File: src/rtl/wfps_pkg.sv
// Shared types and constants for the wall-following PID steering block.
// No dependencies; every other file in rtl/ refers to it by scoped names.
`timescale 1ns / 1ps

package wfps_pkg;

    // Register indexes on the configuration channel
    localparam logic [2:0] REG_KP_GAIN     = 3'd0;
    localparam logic [2:0] REG_KI_GAIN     = 3'd1;
    localparam logic [2:0] REG_KD_PER_TICK = 3'd2;
    localparam logic [2:0] REG_INT_LIMIT   = 3'd3;
    localparam logic [2:0] REG_BASE_SPEED  = 3'd4;
    localparam logic [2:0] REG_CAR_WIDTH   = 3'd5;
    localparam logic [2:0] REG_NEAR_WALL   = 3'd6;

    // Radix-16 divide-by-five steps over the 28-bit filter numerator
    localparam int DIV_STEPS = 7;

    // Signed width that holds any correction or speed up to 65535
    localparam int CORR_W = 18;

    typedef enum logic [3:0] {
        ST_IDLE,
        ST_ERR,
        ST_DIV,
        ST_FILT,
        ST_MP,
        ST_MI,
        ST_MD,
        ST_SUM,
        ST_FIN
    } state_t;

    typedef enum logic [1:0] {
        MUL_KP,
        MUL_KI,
        MUL_KD
    } mul_sel_t;

    typedef struct packed {
        logic     load_in;
        logic     calc_err;
        logic     div_step;
        logic     filt_load;
        logic     mul_en;
        mul_sel_t mul_sel;
        logic     acc_clr;
        logic     acc_add;
        logic     acc_shift;
        logic     out_load;
    } cmd_t;

    typedef struct packed {
        logic out_free;
    } status_t;

endpackage

File: src/rtl/wfps_ctrl.sv
// Sequencer for one steering tick: error, divide, filter load, three multiplies, sum, finish.
// Depends on wfps_pkg.
`timescale 1ns / 1ps

module wfps_ctrl (
    input  logic              clk,
    input  logic              rst_n,
    input  logic              s_tvalid,
    output logic              s_tready,
    input  wfps_pkg::status_t status,
    output wfps_pkg::cmd_t    cmd
);

    localparam logic [2:0] LAST_STEP = 3'(wfps_pkg::DIV_STEPS - 1);

    wfps_pkg::state_t state_reg;
    wfps_pkg::state_t state_next;
    logic [2:0]       cnt_reg;
    logic [2:0]       cnt_next;

    always_ff @(posedge clk or negedge rst_n)
    begin
        if (!rst_n)
        begin
            state_reg <= wfps_pkg::ST_IDLE;
            cnt_reg   <= '0;
        end
        else
        begin
            state_reg <= state_next;
            cnt_reg   <= cnt_next;
        end
    end

    // Next state
    always_comb
    begin
        state_next = state_reg;
        cnt_next   = cnt_reg;
        unique case (state_reg)
            wfps_pkg::ST_IDLE:
            begin
                if (s_tvalid)
                begin
                    state_next = wfps_pkg::ST_ERR;
                end
            end
            wfps_pkg::ST_ERR:
            begin
                cnt_next   = '0;
                state_next = wfps_pkg::ST_DIV;
            end
            wfps_pkg::ST_DIV:
            begin
                if (cnt_reg == LAST_STEP)
                begin
                    state_next = wfps_pkg::ST_FILT;
                end
                else
                begin
                    cnt_next = cnt_reg + 3'd1;
                end
            end
            wfps_pkg::ST_FILT: state_next = wfps_pkg::ST_MP;
            wfps_pkg::ST_MP:   state_next = wfps_pkg::ST_MI;
            wfps_pkg::ST_MI:   state_next = wfps_pkg::ST_MD;
            wfps_pkg::ST_MD:   state_next = wfps_pkg::ST_SUM;
            wfps_pkg::ST_SUM:  state_next = wfps_pkg::ST_FIN;
            wfps_pkg::ST_FIN:
            begin
                if (status.out_free)
                begin
                    state_next = wfps_pkg::ST_IDLE;
                end
            end
            default: state_next = wfps_pkg::ST_IDLE;
        endcase
    end

    // Outputs
    always_comb
    begin
        cmd      = '0;
        s_tready = 1'b0;
        unique case (state_reg)
            wfps_pkg::ST_IDLE:
            begin
                s_tready    = 1'b1;
                cmd.load_in = s_tvalid;
            end
            wfps_pkg::ST_ERR:  cmd.calc_err  = 1'b1;
            wfps_pkg::ST_DIV:  cmd.div_step  = 1'b1;
            wfps_pkg::ST_FILT: cmd.filt_load = 1'b1;
            wfps_pkg::ST_MP:
            begin
                cmd.mul_en  = 1'b1;
                cmd.mul_sel = wfps_pkg::MUL_KP;
                cmd.acc_clr = 1'b1;
            end
            wfps_pkg::ST_MI:
            begin
                cmd.mul_en    = 1'b1;
                cmd.mul_sel   = wfps_pkg::MUL_KI;
                cmd.acc_add   = 1'b1;
                cmd.acc_shift = 1'b1;
            end
            wfps_pkg::ST_MD:
            begin
                cmd.mul_en    = 1'b1;
                cmd.mul_sel   = wfps_pkg::MUL_KD;
                cmd.acc_add   = 1'b1;
                cmd.acc_shift = 1'b1;
            end
            wfps_pkg::ST_SUM:  cmd.acc_add  = 1'b1;
            wfps_pkg::ST_FIN:  cmd.out_load = status.out_free;
            default:           cmd          = '0;
        endcase
    end

    a_fin_hold: assert property (@(posedge clk) disable iff (!rst_n)
        (state_reg == wfps_pkg::ST_FIN && !status.out_free) |=>
        (state_reg == wfps_pkg::ST_FIN))
        else $error("finish state left while output register busy");

    a_accept_err: assert property (@(posedge clk) disable iff (!rst_n)
        cmd.load_in |=> (state_reg == wfps_pkg::ST_ERR))
        else $error("accepted beat not followed by error stage");

    a_div_len: assert property (@(posedge clk) disable iff (!rst_n)
        (state_reg == wfps_pkg::ST_DIV && cnt_reg == LAST_STEP) |=>
        (state_reg == wfps_pkg::ST_FILT))
        else $error("divide sequence did not end after last step");

endmodule

File: src/rtl/wfps_datapath.sv
// Datapath: configuration registers, error/integral logic, divide-by-five
// filter unit, shared multiplier, Q40.32 accumulator, output register. Uses wfps_pkg.
`timescale 1ns / 1ps

module wfps_datapath #(
    parameter int MAX_OUTPUT = 1000
) (
    input  logic              clk,
    input  logic              rst_n,
    input  logic [15:0]       s_tdata,
    output logic              m_tvalid,
    input  logic              m_tready,
    output logic [31:0]       m_tdata,
    input  logic              cfg_wr,
    input  logic [2:0]        cfg_index,
    input  logic [31:0]       cfg_data,
    input  wfps_pkg::cmd_t    cmd,
    output wfps_pkg::status_t status
);

    localparam int CW = wfps_pkg::CORR_W;
    localparam logic signed [40:0] MAX_Q = 41'(MAX_OUTPUT);
    localparam logic signed [CW+1:0] MAX_S = (CW+2)'(MAX_OUTPUT);
    localparam logic signed [25:0] FILT_BOUND = 26'sd16711680;

    // Configuration
    logic [31:0] kp_gain_reg;
    logic [31:0] ki_gain_reg;
    logic [31:0] kd_per_tick_reg;
    logic [19:0] integral_limit_reg;
    logic [9:0]  base_speed_reg;
    logic [6:0]  car_width_reg;
    logic [7:0]  near_wall_reg;

    // Controller state
    logic signed [20:0] error_sum_reg;
    logic signed [7:0]  last_error_reg;
    logic signed [25:0] filt_reg;

    // Per-tick work registers
    logic [7:0]         left_reg;
    logic [7:0]         right_reg;
    logic signed [7:0]  e_reg;
    logic signed [20:0] acc_reg;
    logic               near_reg;
    logic [27:0]        div_reg;
    logic [2:0]         rem_reg;
    logic               neg_reg;
    logic signed [58:0] prod_reg;
    logic signed [71:0] total_reg;

    logic        out_valid_reg;
    logic [10:0] corr_out_reg;
    logic [9:0]  left_out_reg;
    logic [9:0]  right_out_reg;

    always_ff @(posedge clk or negedge rst_n)
    begin
        if (!rst_n)
        begin
            kp_gain_reg        <= 32'd983040;
            ki_gain_reg        <= 32'd655;
            kd_per_tick_reg    <= 32'd66;
            integral_limit_reg <= 20'd50000;
            base_speed_reg     <= 10'd900;
            car_width_reg      <= 7'd16;
            near_wall_reg      <= 8'd5;
        end
        else if (cfg_wr)
        begin
            unique case (cfg_index)
                wfps_pkg::REG_KP_GAIN:     kp_gain_reg        <= cfg_data;
                wfps_pkg::REG_KI_GAIN:     ki_gain_reg        <= cfg_data;
                wfps_pkg::REG_KD_PER_TICK: kd_per_tick_reg    <= cfg_data;
                wfps_pkg::REG_INT_LIMIT:   integral_limit_reg <= cfg_data[19:0];
                wfps_pkg::REG_BASE_SPEED:  base_speed_reg     <= cfg_data[9:0];
                wfps_pkg::REG_CAR_WIDTH:   car_width_reg      <= cfg_data[6:0];
                wfps_pkg::REG_NEAR_WALL:   near_wall_reg      <= cfg_data[7:0];
                default:                   ;
            endcase
        end
    end

    // Position error, integral clamp and filter numerator
    logic [9:0]         width_sum;
    logic signed [10:0] e_raw;
    logic signed [7:0]  e_sat;
    logic signed [21:0] acc_raw;
    logic signed [21:0] lim_s;
    logic signed [20:0] acc_cl;
    logic signed [9:0]  diff;
    logic signed [27:0] num;
    logic [27:0]        num_mag;

    always_comb
    begin
        width_sum = {2'b00, left_reg} + {2'b00, right_reg} + {3'b000, car_width_reg};
        e_raw = $signed({3'b000, left_reg}) + $signed({5'b00000, car_width_reg[6:1]})
              - $signed({2'b00, width_sum[9:1]});
        if (e_raw > 11'sd127)
        begin
            e_sat = 8'sd127;
        end
        else if (e_raw < -11'sd128)
        begin
            e_sat = -8'sd128;
        end
        else
        begin
            e_sat = e_raw[7:0];
        end

        acc_raw = {error_sum_reg[20], error_sum_reg} + {{14{e_sat[7]}}, e_sat};
        lim_s   = $signed({2'b00, integral_limit_reg});
        if (acc_raw > lim_s)
        begin
            acc_cl = lim_s[20:0];
        end
        else if (acc_raw < -lim_s)
        begin
            acc_cl = 21'(-lim_s);
        end
        else
        begin
            acc_cl = acc_raw[20:0];
        end

        diff    = {{2{e_sat[7]}}, e_sat} - {{2{last_error_reg[7]}}, last_error_reg};
        num     = $signed({filt_reg, 2'b00}) + $signed({{2{diff[9]}}, diff, 16'h0000});
        num_mag = num[27] ? 28'(-num) : num;
    end

    // One radix-16 digit of the divide by five
    logic [6:0]  dv;
    logic [14:0] dv_scaled;
    logic [3:0]  qd;
    logic [6:0]  dv_rem;

    always_comb
    begin
        dv        = {rem_reg, div_reg[27:24]};
        dv_scaled = {8'h00, dv} * 15'd205;
        qd        = dv_scaled[13:10];
        dv_rem    = dv - {1'b0, qd, 2'b00} - {3'b000, qd};
    end

    // Shared multiplier
    logic signed [32:0] mul_a;
    logic signed [25:0] mul_b;
    logic signed [58:0] prod_next;

    always_comb
    begin
        unique case (cmd.mul_sel)
            wfps_pkg::MUL_KP:
            begin
                mul_a = $signed({1'b0, kp_gain_reg});
                mul_b = {{18{e_reg[7]}}, e_reg};
            end
            wfps_pkg::MUL_KI:
            begin
                mul_a = $signed({1'b0, ki_gain_reg});
                mul_b = {{5{acc_reg[20]}}, acc_reg};
            end
            wfps_pkg::MUL_KD:
            begin
                mul_a = $signed({1'b0, kd_per_tick_reg});
                mul_b = filt_reg;
            end
            default:
            begin
                mul_a = '0;
                mul_b = '0;
            end
        endcase
        prod_next = mul_a * mul_b;
    end

    logic signed [71:0] prod_ext;
    logic signed [71:0] addend;

    always_comb
    begin
        prod_ext = {{13{prod_reg[58]}}, prod_reg};
        addend   = cmd.acc_shift ? {prod_ext[55:0], 16'h0000} : prod_ext;
    end

    // Truncate toward zero, clamp, form speeds
    logic signed [39:0]   q_floor;
    logic                 frac_nz;
    logic signed [40:0]   q_trunc;
    logic signed [CW-1:0] corr;
    logic signed [CW+1:0] ls_raw;
    logic signed [CW+1:0] rs_raw;
    logic signed [CW+1:0] ls_cl;
    logic signed [CW+1:0] rs_cl;

    always_comb
    begin
        q_floor = total_reg[71:32];
        frac_nz = |total_reg[31:0];
        q_trunc = {q_floor[39], q_floor} + {40'd0, total_reg[71] & frac_nz};
        if (q_trunc > MAX_Q)
        begin
            corr = CW'(MAX_OUTPUT);
        end
        else if (q_trunc < -MAX_Q)
        begin
            corr = CW'(-MAX_Q);
        end
        else
        begin
            corr = q_trunc[CW-1:0];
        end

        ls_raw = $signed({{(CW-8){1'b0}}, base_speed_reg}) - {{2{corr[CW-1]}}, corr};
        rs_raw = $signed({{(CW-8){1'b0}}, base_speed_reg}) + {{2{corr[CW-1]}}, corr};
        ls_cl  = (ls_raw < 0) ? '0 : ((ls_raw > MAX_S) ? MAX_S : ls_raw);
        rs_cl  = (rs_raw < 0) ? '0 : ((rs_raw > MAX_S) ? MAX_S : rs_raw);
    end

    // Payload and work registers
    always_ff @(posedge clk)
    begin
        if (cmd.load_in)
        begin
            left_reg  <= s_tdata[7:0];
            right_reg <= s_tdata[15:8];
        end
        if (cmd.calc_err)
        begin
            e_reg    <= e_sat;
            acc_reg  <= acc_cl;
            near_reg <= (left_reg < near_wall_reg) || (right_reg < near_wall_reg);
            div_reg  <= num_mag;
            rem_reg  <= 3'd0;
            neg_reg  <= num[27];
        end
        if (cmd.div_step)
        begin
            div_reg <= {div_reg[23:0], qd};
            rem_reg <= dv_rem[2:0];
        end
        if (cmd.mul_en)
        begin
            prod_reg <= prod_next;
        end
        if (cmd.acc_clr)
        begin
            total_reg <= '0;
        end
        else if (cmd.acc_add)
        begin
            total_reg <= total_reg + addend;
        end
        if (cmd.out_load)
        begin
            corr_out_reg  <= corr[10:0];
            left_out_reg  <= ls_cl[9:0];
            right_out_reg <= rs_cl[9:0];
        end
    end

    // Tick-to-tick state and output handshake
    always_ff @(posedge clk or negedge rst_n)
    begin
        if (!rst_n)
        begin
            error_sum_reg  <= '0;
            last_error_reg <= '0;
            filt_reg       <= '0;
            out_valid_reg  <= 1'b0;
        end
        else
        begin
            if (cmd.filt_load)
            begin
                filt_reg <= neg_reg ? 26'(-$signed(div_reg[25:0])) : $signed(div_reg[25:0]);
            end
            if (cmd.out_load)
            begin
                error_sum_reg  <= near_reg ? '0 : acc_reg;
                last_error_reg <= near_reg ? '0 : e_reg;
                out_valid_reg  <= 1'b1;
            end
            else if (m_tready)
            begin
                out_valid_reg <= 1'b0;
            end
        end
    end

    assign status.out_free = !out_valid_reg || m_tready;
    assign m_tvalid        = out_valid_reg;
    assign m_tdata         = {1'b0, right_out_reg, left_out_reg, corr_out_reg};

    a_rem_range: assert property (@(posedge clk) disable iff (!rst_n)
        cmd.div_step |-> (rem_reg < 3'd5))
        else $error("divide remainder out of range");

    a_filt_bound: assert property (@(posedge clk) disable iff (!rst_n)
        (filt_reg <= FILT_BOUND) && (filt_reg >= -FILT_BOUND))
        else $error("filtered difference beyond its bound");

    a_out_load: assert property (@(posedge clk) disable iff (!rst_n)
        cmd.out_load |=> out_valid_reg)
        else $error("loaded result not presented");

endmodule

File: src/rtl/wall_following_pid_steering.sv
// Top level of the wall-following PID steering block.
// Instantiates wfps_ctrl and wfps_datapath; types come from wfps_pkg.
`timescale 1ns / 1ps
//
// Channel   Dir  Handshake            Payload
// s_        in   s_tvalid/s_tready    s_tdata[15:0]: left_distance, right_distance
// m_        out  m_tvalid/m_tready    m_tdata[31:0]: correction, left drive, right drive
// cfg_      in   cfg_valid/cfg_ready  cfg_index[2:0], cfg_data[31:0]
//
// Sequence: an accepted beat passes the error step, the seven radix-16 steps of
//   the divide-by-five filter unit, the filter load, three passes through the
//   single shared 33x26 multiplier, a sum and the finish step into the output
//   register; the next beat is taken only once the sequencer is idle again.
// Reset: rst_n clears the sequencer, integral, previous error, filter state and
//   output valid, and loads the register defaults; no clearing pass.
// Stalls: a held result sits in the output register; the next beat is accepted
//   and processed meanwhile, and the sequencer waits in its final step only if
//   the earlier result is still untaken.
// Configuration is always ready; write only while no tick is in flight.

module wall_following_pid_steering #(
    parameter int MAX_OUTPUT = 1000
) (
    input  logic        clk,
    input  logic        rst_n,
    // Input beat
    input  logic        s_tvalid,
    output logic        s_tready,
    input  logic [15:0] s_tdata,   // [7:0] left_distance, [15:8] right_distance
    // Result beat
    output logic        m_tvalid,
    input  logic        m_tready,
    output logic [31:0] m_tdata,   // [10:0] correction (signed), [20:11] left drive,
                                   // [30:21] right drive, [31] zero
    // Register writes
    input  logic        cfg_valid,
    output logic        cfg_ready,
    input  logic [2:0]  cfg_index,
    input  logic [31:0] cfg_data
);

    wfps_pkg::cmd_t    cmd;
    wfps_pkg::status_t status;

    // Registers accept a write every cycle
    assign cfg_ready = 1'b1;

    wfps_ctrl u_ctrl (
        .clk      (clk),
        .rst_n    (rst_n),
        .s_tvalid (s_tvalid),
        .s_tready (s_tready),
        .status   (status),
        .cmd      (cmd)
    );

    wfps_datapath #(
        .MAX_OUTPUT (MAX_OUTPUT)
    ) u_datapath (
        .clk       (clk),
        .rst_n     (rst_n),
        .s_tdata   (s_tdata),
        .m_tvalid  (m_tvalid),
        .m_tready  (m_tready),
        .m_tdata   (m_tdata),
        .cfg_wr    (cfg_valid & cfg_ready),
        .cfg_index (cfg_index),
        .cfg_data  (cfg_data),
        .cmd       (cmd),
        .status    (status)
    );

endmodule
File: config.mk
export PLATFORM = sky130hd
export DESIGN_NAME = wall_following_pid_steering
export DESIGN_NICKNAME = d
export VERILOG_FILES = /design/src/rtl/wfps_pkg.sv /design/src/rtl/wfps_ctrl.sv /design/src/rtl/wfps_datapath.sv /design/src/rtl/wall_following_pid_steering.sv
export SDC_FILE = /design/constraint.sdc
export NUM_CORES = 2
export LEC_CHECK = 0
export BUFFER_PORTS_ARGS = -buffer_cell sky130_fd_sc_hd__buf_4
export CORE_MARGIN = 5
export CORE_UTILIZATION = 56
export CTS_CLUSTER_DIAMETER = 60
export DETAILED_ROUTE_END_ITERATION = 6
export PLACE_DENSITY = 0.76
export SYNTH_ARGS = -nofsm -noshare
export SYNTH_HDL_FRONTEND = slang
export SYNTH_SLANG_ARGS = --single-unit
export TNS_END_PERCENT = 50
File: constraint.sdc
create_clock -name clk -period 8 [get_ports clk]
set_input_delay 1.2 -clock clk [delete_from_list [all_inputs] [get_ports clk]]
set_output_delay 1.2 -clock clk [all_outputs]
set_load 0.005 [all_outputs]
== Word level (Yosys, flattened, before mapping) ==
Cells that the tools add are included.
W data, S select, Z words.

* Multiply operators: 2
* Add/sub/neg operators: 17
* Magnitude comparators: 12
* Reductions and logical operators: 23
* Bitwise operators: 1
* Mux-type cells: 37
* Eq/ne operators: 21

{| class="wikitable"
|+ Operators by type and width
! kind !! number
|-
| $pmux W32 S3 || 1
|-
| $mux W28 || 3
|-
| $pmux W26 S3 || 1
|-
| $add A72 B72 Y72 || 1
|-
| $mux W72 || 1
|-
| $mul A33 B26 Y59 || 1
|-
| $mux W21 || 2
|-
| $add A40 B2 Y41 || 1
|-
| $gt A41 B11 Y1 const B || 1
|-
| $lt A41 B11 Y1 const B || 1
|-
| $gt A19 B11 Y1 const B || 2
|-
| $lt A19 B1 Y1 const B || 2
|-
| $mux W18 || 2
|-
| $pmux W4 S9 || 1
|-
| $reduce_or A32 Y1 || 1
|-
| $add A28 B25 Y28 || 1
|-
| $neg A28 Y28 || 1
|-
| $mux W26 || 1
|-
| $neg A26 Y26 || 1
|-
| $mux W8 || 3
|-
| $add A21 B8 Y22 || 1
|-
| $gt A22 B21 Y1 || 1
|-
| $lt A22 B22 Y1 || 1
|-
| $neg A20 Y22 || 1
|-
| 42 further kinds || 81
|}

* Bits of input ports: 56
* Register bits: 444
* Word-level logic and storage cells: 142
* Output and inout port bits: 35

== Longest topological paths before layout ==
* Word-level depth: 12
* Gate-level depth with buffers: 44
* Mapped depth without buffers: 42

== By module ==
A second synthesis with hierarchy kept.

* Cells, all modules: 6187
* Area, all modules: 56904.6 µm²

{| class="wikitable"
|+ By module, submodules not included
! module !! area each (µm²) !! times used !! seq. area each (µm²) !! cells an instance
|-
| wfps_datapath || 56431.6 || 1 || 11447.2 || 6137
|-
| wfps_ctrl || 461.7 || 1 || 175.2 || 48
|-
| wall_following_pid_steering || 11.3 || 1 || 0.0 || 2
|}

== Least setup slack after synthesis ==
No wires, ideal clock.

* Path type: register to register
* Start: register u_datapath.left_reg[0]
* End: register u_datapath.acc_reg[18] (data pin)
* Setup time: 0.256 ns
* Data arrival time: 8.619 ns
* Required time: 7.744 ns
* Path buffers: 4
* Stages on the path, launching flop included: 41
* Period minus slack after synthesis: 8.875 ns
* Setup slack: -0.875 ns
* Path through: edfxtp_1 > ha_1 > inv_1 > fa_1 > fa_1 > inv_1 > ha_1 > inv_1 > fa_1 > a21o_1 > a21oi_1 > o21ai_0 > a21oi_1 > o21ai_0 > a21o_1 > a21oi_1 > o32ai_1 > a31o_2 > (+5 left out) > a21oi_1 > o22ai_1 > a21boi_1 > o311ai_1 > a2111oi_0 > a21oi_1 > clkbuf_1 > inv_1 > ha_1 > nand2b_1 > nor3_1 > o21ai_0 > a21oi_1 > a21o_1 > clkbuf_1 > clkbuf_1 > a31oi_1 > o22a_1

* Longest elaborated chain between the ends: 10
* Elaborated cells between the ends (all ways): 13
* Classes of those cells: add/sub (5); order compare (4); mux (4)

{| class="wikitable"
|+ RTL lines
! what !! line !! text
|-
| from (decl) || wfps_datapath.sv:41 || <nowiki>logic [7:0] left_reg;</nowiki>
|-
| from (signal assigned) || wfps_datapath.sv:227 || <nowiki>left_reg <= s_tdata[7:0];</nowiki>
|-
| $add A8 B8 Y9 || wfps_datapath.sv:97 || <nowiki>width_sum = {2'b00, left_reg} + {2'b00, right_reg} + {3'b000, car_width_reg};</nowiki>
|-
| $add A10 B7 Y10 || wfps_datapath.sv:97 ||
|-
| $sub A11 B10 Y11 (*) || wfps_datapath.sv:99 || <nowiki>- $signed({2'b00, width_sum[9:1]});</nowiki>
|-
| $lt A11 B8 Y1 || wfps_datapath.sv:104 || <nowiki>else if (e_raw < -11'sd128)</nowiki>
|-
| $mux W8 || wfps_datapath.sv:104 ||
|-
| $mux W8 (*) || wfps_datapath.sv:100 || <nowiki>if (e_raw > 11'sd127)</nowiki>
|-
| via u_datapath.e_sat[7] || wfps_datapath.sv:87 || <nowiki>logic signed [7:0] e_sat;</nowiki>
|-
| $add A21 B8 Y22 (*) || wfps_datapath.sv:113 || <nowiki>acc_raw = {error_sum_reg[20], error_sum_reg} + {{14{e_sat[7]}}, e_sat};</nowiki>
|-
| $lt A22 B22 Y1 || wfps_datapath.sv:119 || <nowiki>else if (acc_raw < -lim_s)</nowiki>
|-
| $mux W21 || wfps_datapath.sv:119 ||
|-
| $mux W20 (*) || wfps_datapath.sv:115 || <nowiki>if (acc_raw > lim_s)</nowiki>
|-
| via u_datapath.acc_cl[18] || wfps_datapath.sv:90 || <nowiki>logic signed [20:0] acc_cl;</nowiki>
|-
| to (signal assigned) || wfps_datapath.sv:233 || <nowiki>acc_reg <= acc_cl;</nowiki>
|-
| to (decl) || wfps_datapath.sv:44 || <nowiki>logic signed [20:0] acc_reg;</nowiki>
|}

Mark *: on every way through the listed nets, which the timed path passes. The rest lies on a longest branch.
A chain may end at the register's enable or synchronous reset.

== Worst setup path after layout ==
* Start: register u_datapath.right_reg[0]
* End: register u_datapath.acc_reg[13] (data pin)

* Longest elaborated chain between the ends: 10
* Elaborated cells between the ends (all ways): 12
* Classes of those cells: add/sub (4); order compare (4); mux (4)

{| class="wikitable"
|+ RTL lines
! what !! line !! text
|-
| from (decl) || wfps_datapath.sv:42 || <nowiki>logic [7:0] right_reg;</nowiki>
|-
| from (signal assigned) || wfps_datapath.sv:228 || <nowiki>right_reg <= s_tdata[15:8];</nowiki>
|-
| $add A8 B8 Y9 (*) || wfps_datapath.sv:97 ||
|-
| $add A10 B7 Y10 (*) || wfps_datapath.sv:97 ||
|-
| $sub A11 B10 Y11 (*) || wfps_datapath.sv:99 ||
|-
| $lt A11 B8 Y1 || wfps_datapath.sv:104 ||
|-
| $mux W8 || wfps_datapath.sv:104 ||
|-
| $mux W8 (*) || wfps_datapath.sv:100 ||
|-
| via u_datapath.e_sat[0] || wfps_datapath.sv:87 ||
|-
| $add A21 B8 Y22 (*) || wfps_datapath.sv:113 ||
|-
| $lt A22 B22 Y1 || wfps_datapath.sv:119 ||
|-
| $mux W21 || wfps_datapath.sv:119 ||
|-
| $mux W20 (*) || wfps_datapath.sv:115 ||
|-
| via u_datapath.acc_cl[13] || wfps_datapath.sv:90 ||
|}

Marks and branches as above.

==> metrics.txt <==
RR Endpoint u_datapath.acc_reg[13]; violated checks DRC, setup timing; Worst R2R Path Depth 45; Critical Path Start u_datapath.right_reg[0]; Post-Route Skew 0.0387 ns; f_max 119 MHz; Final WS setup -0.413 ns; RSZ-0062 raised after global routing true; slowest stage cell on the critical path fa_2; Final Hold Slack 0.483 ns; Synth Flop Type dfrtp_1; gpl congestion 1.03; largest stage delay on the critical path 0.57 ns; fin crit share 105%; TritonCTS clock tree yes; I/O pin count 91; via count 50.5k; Worst-Margin Slew 1.12 ns; Setup Viol. Count Final 38; Tmin final 8.41 ns; WS Path Type reg -> reg; Finished Cell Area 70300 sq um; FILL cells 7447; worst path bufs/invs 10; critical path depth 45; Area Growth Syn to Fin 22.4%; largest net degree at the start of global routing 77; Most Crowded Layer GR met2; max-slew violation count 0; Mapped Area 57400 sq um; GR Util All Layers 35.2%; dpl hpwl 148000 um; Starting Density 56.4%; register area share after synthesis 20.3%; reg-to-reg startpoint u_datapath.right_reg[0]; met1 usage 46.4%; worst slack, placed -0.603 ns; placed insts 8150; DRT Pass-1 Iters 7; Distinct cells, synth 103; die area 109000 sq um; Final Net Count 8275; status finished with violations; Yosys warning count 0; Max FO, Critical Path 5; GR Util met3 8.58%; routing usage on met2 54.8%; Post-DRT Antenna Nets 0; CTS max path bufs 3; WL/cell 23.2 um; CORE AREA 102000 sq um; min-delay worst type reg -> reg; Die Ht 330 um; post-synth net total 7647; Multi-input gate area 43100 sq um; Clk pin slew, worst setup/hold paths 0.07 ns; chip width 330 um; crit-path most repeated cell buf_4; clock net sink count 444; reg2reg setup slack -0.41 ns; Post-route DRC 27; Synth Instances 6365; CP Capture Type flip-flop; layout cells sized above 1 22.3%; Worst Setup Start Kind flip-flop; vias per cell 6.00; insertion delay to the later sink of the worst-skew pair 0.67 ns; max FFs per register 72; Routed WL 195000 um; WP data arrival 8.81 ns; Avg Inst Size Synth 9.02 sq um; Rows 117; EDFF count, synth 168; DRT iter0 DRCs 5047; vias in the first global route 51.3k; Non-Filler Instances 8416; first-pass GRT wire length 297000 um; fraction of registers with async set or reset after synthesis 45.9%; Worst Path Required 8.40 ns; FF/Latch Area 11600 sq um; Yosys reg bits 444; Num CTS Buffers 56; CP Capture Point u_datapath.acc_reg[13]; Hold Vio Cnt, Final 0; Root Driver clkbuf_16; H-tree lvl count 2; Slew HR 24.9%; IO buf count 88; dpl cell area 64500 sq um; gr ovfl total 0; initial antenna violation count 9; crit-path leading delay family compound AO/OA/AOI/OAI gates; number of max-cap violations 0
[metal layers]
metal / vias up / part of all wire, % / routed length (um)
met5: - / 0.027 / 53
met4: 8 / 6.4 / 12500
met3: 673 / 11 / 21400
met2: 2685 / 44 / 86000
met1: 24885 / 39 / 75200
li1: 22250 / - / -
[tightest hold or removal path: stages, from the launching register on]
cell and delay (ns):
dfxtp_1 0.33, nand2_1 0.05, o21ai_0 0.06
[final cells by class]
| class | count | area share (%) |
|---|---|---|
| clock buffer | 67 | 2.17 |
| multi-input combinational | 4714 | 61.3 |
| timing repair buffer | 870 | 11.8 |
| clock inverter | 39 | 0.853 |
| antenna | 7 | 0.0249 |
| tap | 1368 | 2.44 |
| inverter | 907 | 4.84 |
| sequential | 444 | 16.5 |
[cells in the mapped netlist, types with 11 or more instances]
master	count	area, sq um
a211o_1	12	105
a211oi_1	35	263
a21boi_0	16	120
a21o_1	161	1210
a21oi_1	307	1540
a31oi_1	42	263
and2_1	44	275
and3_1	37	231
buf_2	18	90.1
clkbuf_1	262	983
dfrtp_1	179	4480
dfstp_2	25	657
dfxtp_1	72	1440
edfxtp_1	168	5040
fa_1	737	14800
ha_1	489	6120
inv_1	904	3390
mux2_2	182	2050
nand2_1	895	3360
nand2b_1	65	407
nand3_1	72	360
nand3b_1	17	128
nand4_1	41	257
nor2_1	398	1490
nor2b_1	59	369
nor3_1	52	260
nor4_1	28	175
o211ai_1	13	97.6
o21a_1	37	278
o21ai_0	324	1620
o21bai_1	31	233
o22a_1	12	105
o22ai_1	69	432
o31ai_1	31	233
o41ai_1	11	96.3
or2_2	13	81.3
or3_1	31	194
xnor2_1	170	1490
xor2_1	112	981
[worst min path at each step]
| stage | startpoint | to | cells after the start |
|---|---|---|---|
| 3_5_place_dp | u_datapath.total_reg[25] | u_datapath.total_reg[25] | 2 |
| 4_1_cts | u_datapath.total_reg[22] | u_datapath.total_reg[22] | 2 |
| 2_1_floorplan | u_datapath.total_reg[31] | u_datapath.total_reg[31] | 2 |
| 6_report | u_datapath.total_reg[5] | u_datapath.total_reg[5] | 2 |
| 5_1_grt | u_datapath.total_reg[25] | u_datapath.total_reg[25] | 2 |
| 3_3_place_gp | u_datapath.error_sum_reg[7] | u_datapath.error_sum_reg[7] | 2 |
[metrics by stage]
step,utilization (%),TNS [ns]
after floorplan,-,-0.302
after global placement,63.4,-8.27
after detailed placement,63.4,-19.18
after CTS,67.5,0
after global routing,69.1,-25.53
final,69.1,-8.19
[layout by cell type (no fill, tap or decap), types with 24 or more instances in the layout]
| cell type | count |
|---|---|
| buf_12 | 94 |
| o21ai_0 | 277 |
| nand2_1 | 877 |
| buf_6 | 50 |
| clkbuf_16 | 61 |
| and3_1 | 36 |
| and2_1 | 43 |
| dfstp_2 | 25 |
| or3_1 | 29 |
| o21bai_1 | 31 |
| xnor2_1 | 166 |
| o21ai_1 | 29 |
| a21o_1 | 153 |
| nor2b_1 | 56 |
| o21a_1 | 37 |
| inv_2 | 25 |
| o31ai_1 | 28 |
| inv_1 | 880 |
| nand2b_1 | 63 |
| edfxtp_1 | 168 |
| dfxtp_1 | 72 |
| mux2_2 | 182 |
| dfrtp_1 | 178 |
| fa_1 | 701 |
| nor3_1 | 42 |
| nand4_1 | 41 |
| a31oi_1 | 37 |
| xor2_1 | 111 |
| nor4_1 | 24 |
| o22ai_1 | 48 |
| nor2_1 | 385 |
| a21oi_1 | 226 |
| ha_4 | 30 |
| nand3_1 | 69 |
| ha_1 | 452 |
| fa_2 | 36 |
| buf_4 | 699 |
| a21oi_2 | 67 |
[logic make-up (layout without fill, tap and decap cells)]
family          Yosys count  after routing  share of synthesized area [%]
xor+xnor                282            282                           4.30
buf+inv                1207           1883                           8.01
flops                   444            444                           20.3
fa+ha+maj              1226           1226                           36.4
simple gates           1807           1807                           14.2
mux                     193            193                           3.77
compound gates         1204           1204                           13.1
other cells               2              9                         0.0131
[timing repair]
item                       CTS  global route
hold buffers                 0             0
gates resized for setup    216           267
pin swaps                  105           174
setup endpoints to repair   73            94
buffers inserted            86            54
cloned                      13             6
Power is not shown: default switching activity piles up to over one toggle a cycle in this logic, so the estimate is an artifact.
